### config.mk
export PLATFORM = sky130hd
export DESIGN_NAME = swam_ram
export DESIGN_NICKNAME = d
export VERILOG_FILES = /design/src/sv/swam_ram.sv
export SDC_FILE = /design/constraint.sdc
export NUM_CORES = 1
export LEC_CHECK = 0
export ABC_AREA = 1
export BUFFER_PORTS_ARGS = -buffer_cell sky130_fd_sc_hd__buf_2
export CAP_MARGIN = 0
export CORE_MARGIN = 2
export CORE_UTILIZATION = 55
export DETAILED_ROUTE_END_ITERATION = 10
export PLACE_DENSITY = 0.73
export SLEW_MARGIN = 20
export SYNTH_ARGS = -nofsm -noshare
export SYNTH_HDL_FRONTEND = slang
export SYNTH_SLANG_ARGS = --single-unit
### constraint.sdc
create_clock -name clk -period 1.6 [get_ports clk]
set_clock_uncertainty 0.15 [all_clocks]
set_input_delay 0.16 -clock clk [delete_from_list [all_inputs] [get_ports clk]]
set_output_delay 0.16 -clock clk [all_outputs]
set_load 0.02 [all_outputs]
### src/sv/swam_ram.sv
module swam_ram #(
  parameter int WIDTH = 8,
  parameter int DEPTH = 16,
  parameter int AW    = (DEPTH > 1) ? $clog2(DEPTH) : 1
) (
  input  logic             clk,
  input  logic             we,
  input  logic [AW-1:0]    waddr,
  input  logic [WIDTH-1:0] wdata,
  input  logic             re,
  input  logic [AW-1:0]    raddr,
  output logic [WIDTH-1:0] rdata
);

  logic [WIDTH-1:0] mem [DEPTH];

  // read-first: a read and a write to the same address return the old word
  always_ff @(posedge clk) begin
    if (re) begin
      rdata <= mem[raddr];
    end
    if (we) begin
      mem[waddr] <= wdata;
    end
  end

endmodule

==> key figures <==
Clock tree
  – Worst skew pair latency: 0.52 ns
  – TritonCTS clock tree: yes
  – Post CTS Setup Buffer Count: 0
  – Root Driver: clkbuf_8
  – TritonCTS buffer count: 17
  – Clock sinks: around 140
  – CTS Buffer Depth: 2
  – Worst-path clk slew: approximately 0.06 ns
  – CTS H-Tree Depth: 4

Status
  – Outcome: finished, final reports clean

Drt
  – Initial DRC count: between 200 and 300
  – Post-DR wirelength/cell: between 15 and 20 um
  – Post-Route M1 WL: around 5.4 mm
  – Post-Route WL: between 10 and 15 mm
  – DR top layer: met4
  – DRC Markers: 0
  – Drt via density: around 5.2
  – Met3 WL: 951 um
  – Post-DRT Antenna Nets: 0
  – DRT Pass-1 Iters: 4
  – Routed vias: between 3000 and 4000
  – Met2 wire length: around 6.4 mm

Setup path
  – CP arrival: around 1.1 ns
  – Crit path kind: flop to output port
  – Worst r2r src: mem[5][6]$_DFFE_PP_
  – Setup crit end kind: output port
  – Buf/Inv on CP: 1
  – Worst path max stage delay: approximately 0.4 ns
  – Slowest CP cell: edfxtp_1
  – CP Launch Type: flop
  – Cell family with most CP delay: flip-flops
  – Crit-path cells: buf_2
  – Worst Setup SP: rdata[2]$_DFFE_PP_
  – CP Max Fanout: 1
  – CP Data Required Time: between 1 and 1.5 ns

Timing
  – Tmin final: between 1 and 1.5 ns
  – Setup slack after layout: between 0.15 and 0.2 ns
  – Relative slew slack: 0.580
  – Post-route clock period utilization: 0.877
  – RSZ-0062 raised after global routing: no
  – Upper clock frequency limit: around 0.7 GHz
  – Slew Viols, Final: 0
  – Setup-failing EPs final: 0
  – Final hold violation count: 0
  – Actual slew at the worst max-slew pin: 0.628 ns
  – TNS Setup: 0 ns

Finish
  – Post-route insts no fill: ~750
  – Sequential cell area: 0.00408 mm2
  – Design Area, Final: roughly 0.007 mm2
  – Multi-input gate area: 0.00121 mm2
  – Final #Nets: slightly above 600
  – Antenna diode instance count: 0
  – Share of post-route cells with drive strength above 1: 0.123
  – P&R area growth vs syn: 17.0%
  – Filler cells: 760

Synth
  – Post-Syn Area: 0.00585 mm2
  – Top FF cell, synth: edfxtp_1
  – Syn_nets: 570
  – Top cells by count, synth: nand2_1, edfxtp_1, inv_1, nand3_1, nor2_1
  – Yosys reg bits: between 100 and 150
  – Seq/Total Area, Yosys: 0.698
  – Mean cell area of the mapped netlist: ~11 um2
  – Asr flop ratio synth: 0
  – Post-synth EDFFs: about 140
  – Synth Instances: between 500 and 600
  – Area contributors post-synth: edfxtp_1, nand2_1, nand3_1
  – Biggest area consumer among synthesized cells: edfxtp_1
  – Count leader, synth: nand2_1
  – Synth unique cells: 11
  – Warnings, synthesis: 0
  – Area share of the largest cell type after synthesis: 0.698

Hold path
  – Hold_sp: raddr[2]
  – HP Class: input pin to flop

Die
  – DIE AREA: around 0.011 mm2
  – Die height: roughly 110 um
  – Starting Density: 0.566
  – Die W: 107 um
  – Row Count: 37
  – Core Box Area: 0.0103 mm2
  – Num ports: 27

Placement
  – GP Congestion: between 0.8 and 0.9
  – Post-DP HPWL: 7.78 mm
  – IO buf count: 26
  – Worst slack, placed: 0.0278 ns
  – Post-placement cell count: 711
  – Cell Area, Placed: just over 0.006 mm2

GRT
  – Total gr overflow: 0
  – Initial antenna violation count: 0
  – First-pass GRT wire length: about 20 mm
  – Number of global-route vias before repair: around 3700
  – Maximum number of pins on one net before global-route repair: 65
  – Aggregate global-route resource usage: 0.244

Pwr
  – VDD IR max: ~0.7 mV
  – Leakage: slightly below 3 nW
  – Pwr/cell area: 1210 mW/mm2
  – Power, Total: between 8 and 9 mW

Run
  – Max-cap violation count: 0
timing repair:
item | in CTS | in global routing
hold buffers | 10 | 0
gates resized for setup | 0 | 0
endpoints found under the hold margin | 144 | 0
through the flow:
stage | util | hold WS, ns
after floorplan | - | 0.109
after global placement | 0.599 | 0.370
after detailed placement | 0.599 | 0.368
after CTS | 0.663 | 0.112
after global routing | 0.663 | 0.152
final | 0.663 | 0.130
sequential cells by signal (all words and copies together) (netlist names):
signal  flops
mem       128
rdata       8
power by group:
part / switching (mW) / leakage [nW] / internal (mW)
Clock: 1.36 / 0.274 / 2.35
Combinational: 0.364 / 1.47 / 0.163
Sequential: 0.0214 / 1.24 / 4.02
worst paths after layout:
path                         to  slack, ns  cells after the start
max                    rdata[2]       0.20                      1
min          rdata[2]$_DFFE_PP_       0.13                      5
max reg2reg  rdata[6]$_DFFE_PP_       0.27                      6
min reg2reg  rdata[3]$_DFFE_PP_       0.60                      6
area by class of cell:
type,instances,share of cell area
multi-input combinational,289,0.177
clock inverter,11,0.0190
sequential,136,0.597
timing repair buffer,58,0.0633
inverter,102,0.0560
clock buffer,21,0.0627
tap,136,0.0249
logic make-up after synthesis:
family / count (synthesis) / synth area share
buffers and inverters: 126 / 0.0939
flip-flops: 136 / 0.698
AND/OR/NAND/NOR: 289 / 0.208
cells in the final DEF, fill, tap and decap left out:
cell type | Yosys | layout
nand2_1 | 173 | 173
edfxtp_1 | 136 | 136
inv_1 | 100 | 100
nand3_1 | 97 | 97
buf_2 | 13 | 26
buf_4 | 4 | 19
nor2_1 | 17 | 17
clkbuf_16 | 0 | 16
dlygate4sd3_1 | 0 | 10
clkinv_2 | 0 | 5
clkbuf_1 | 0 | 4
bufinv_16 | 0 | 3
buf_12 | 0 | 3
inv_2 | 2 | 2
nand3b_1 | 2 | 2
clkinv_1 | 0 | 2
clkbuf_8 | 0 | 1
clkinvlp_4 | 0 | 1
metal layers:
layer	GRT usage	up-vias
li1	-	1885
met1	0.323	1869
met2	0.395	165
met3	0.0547	16
met4	0.0946	0
met5	0	-
No activity file was read; power rests on OpenSTA's default activity.
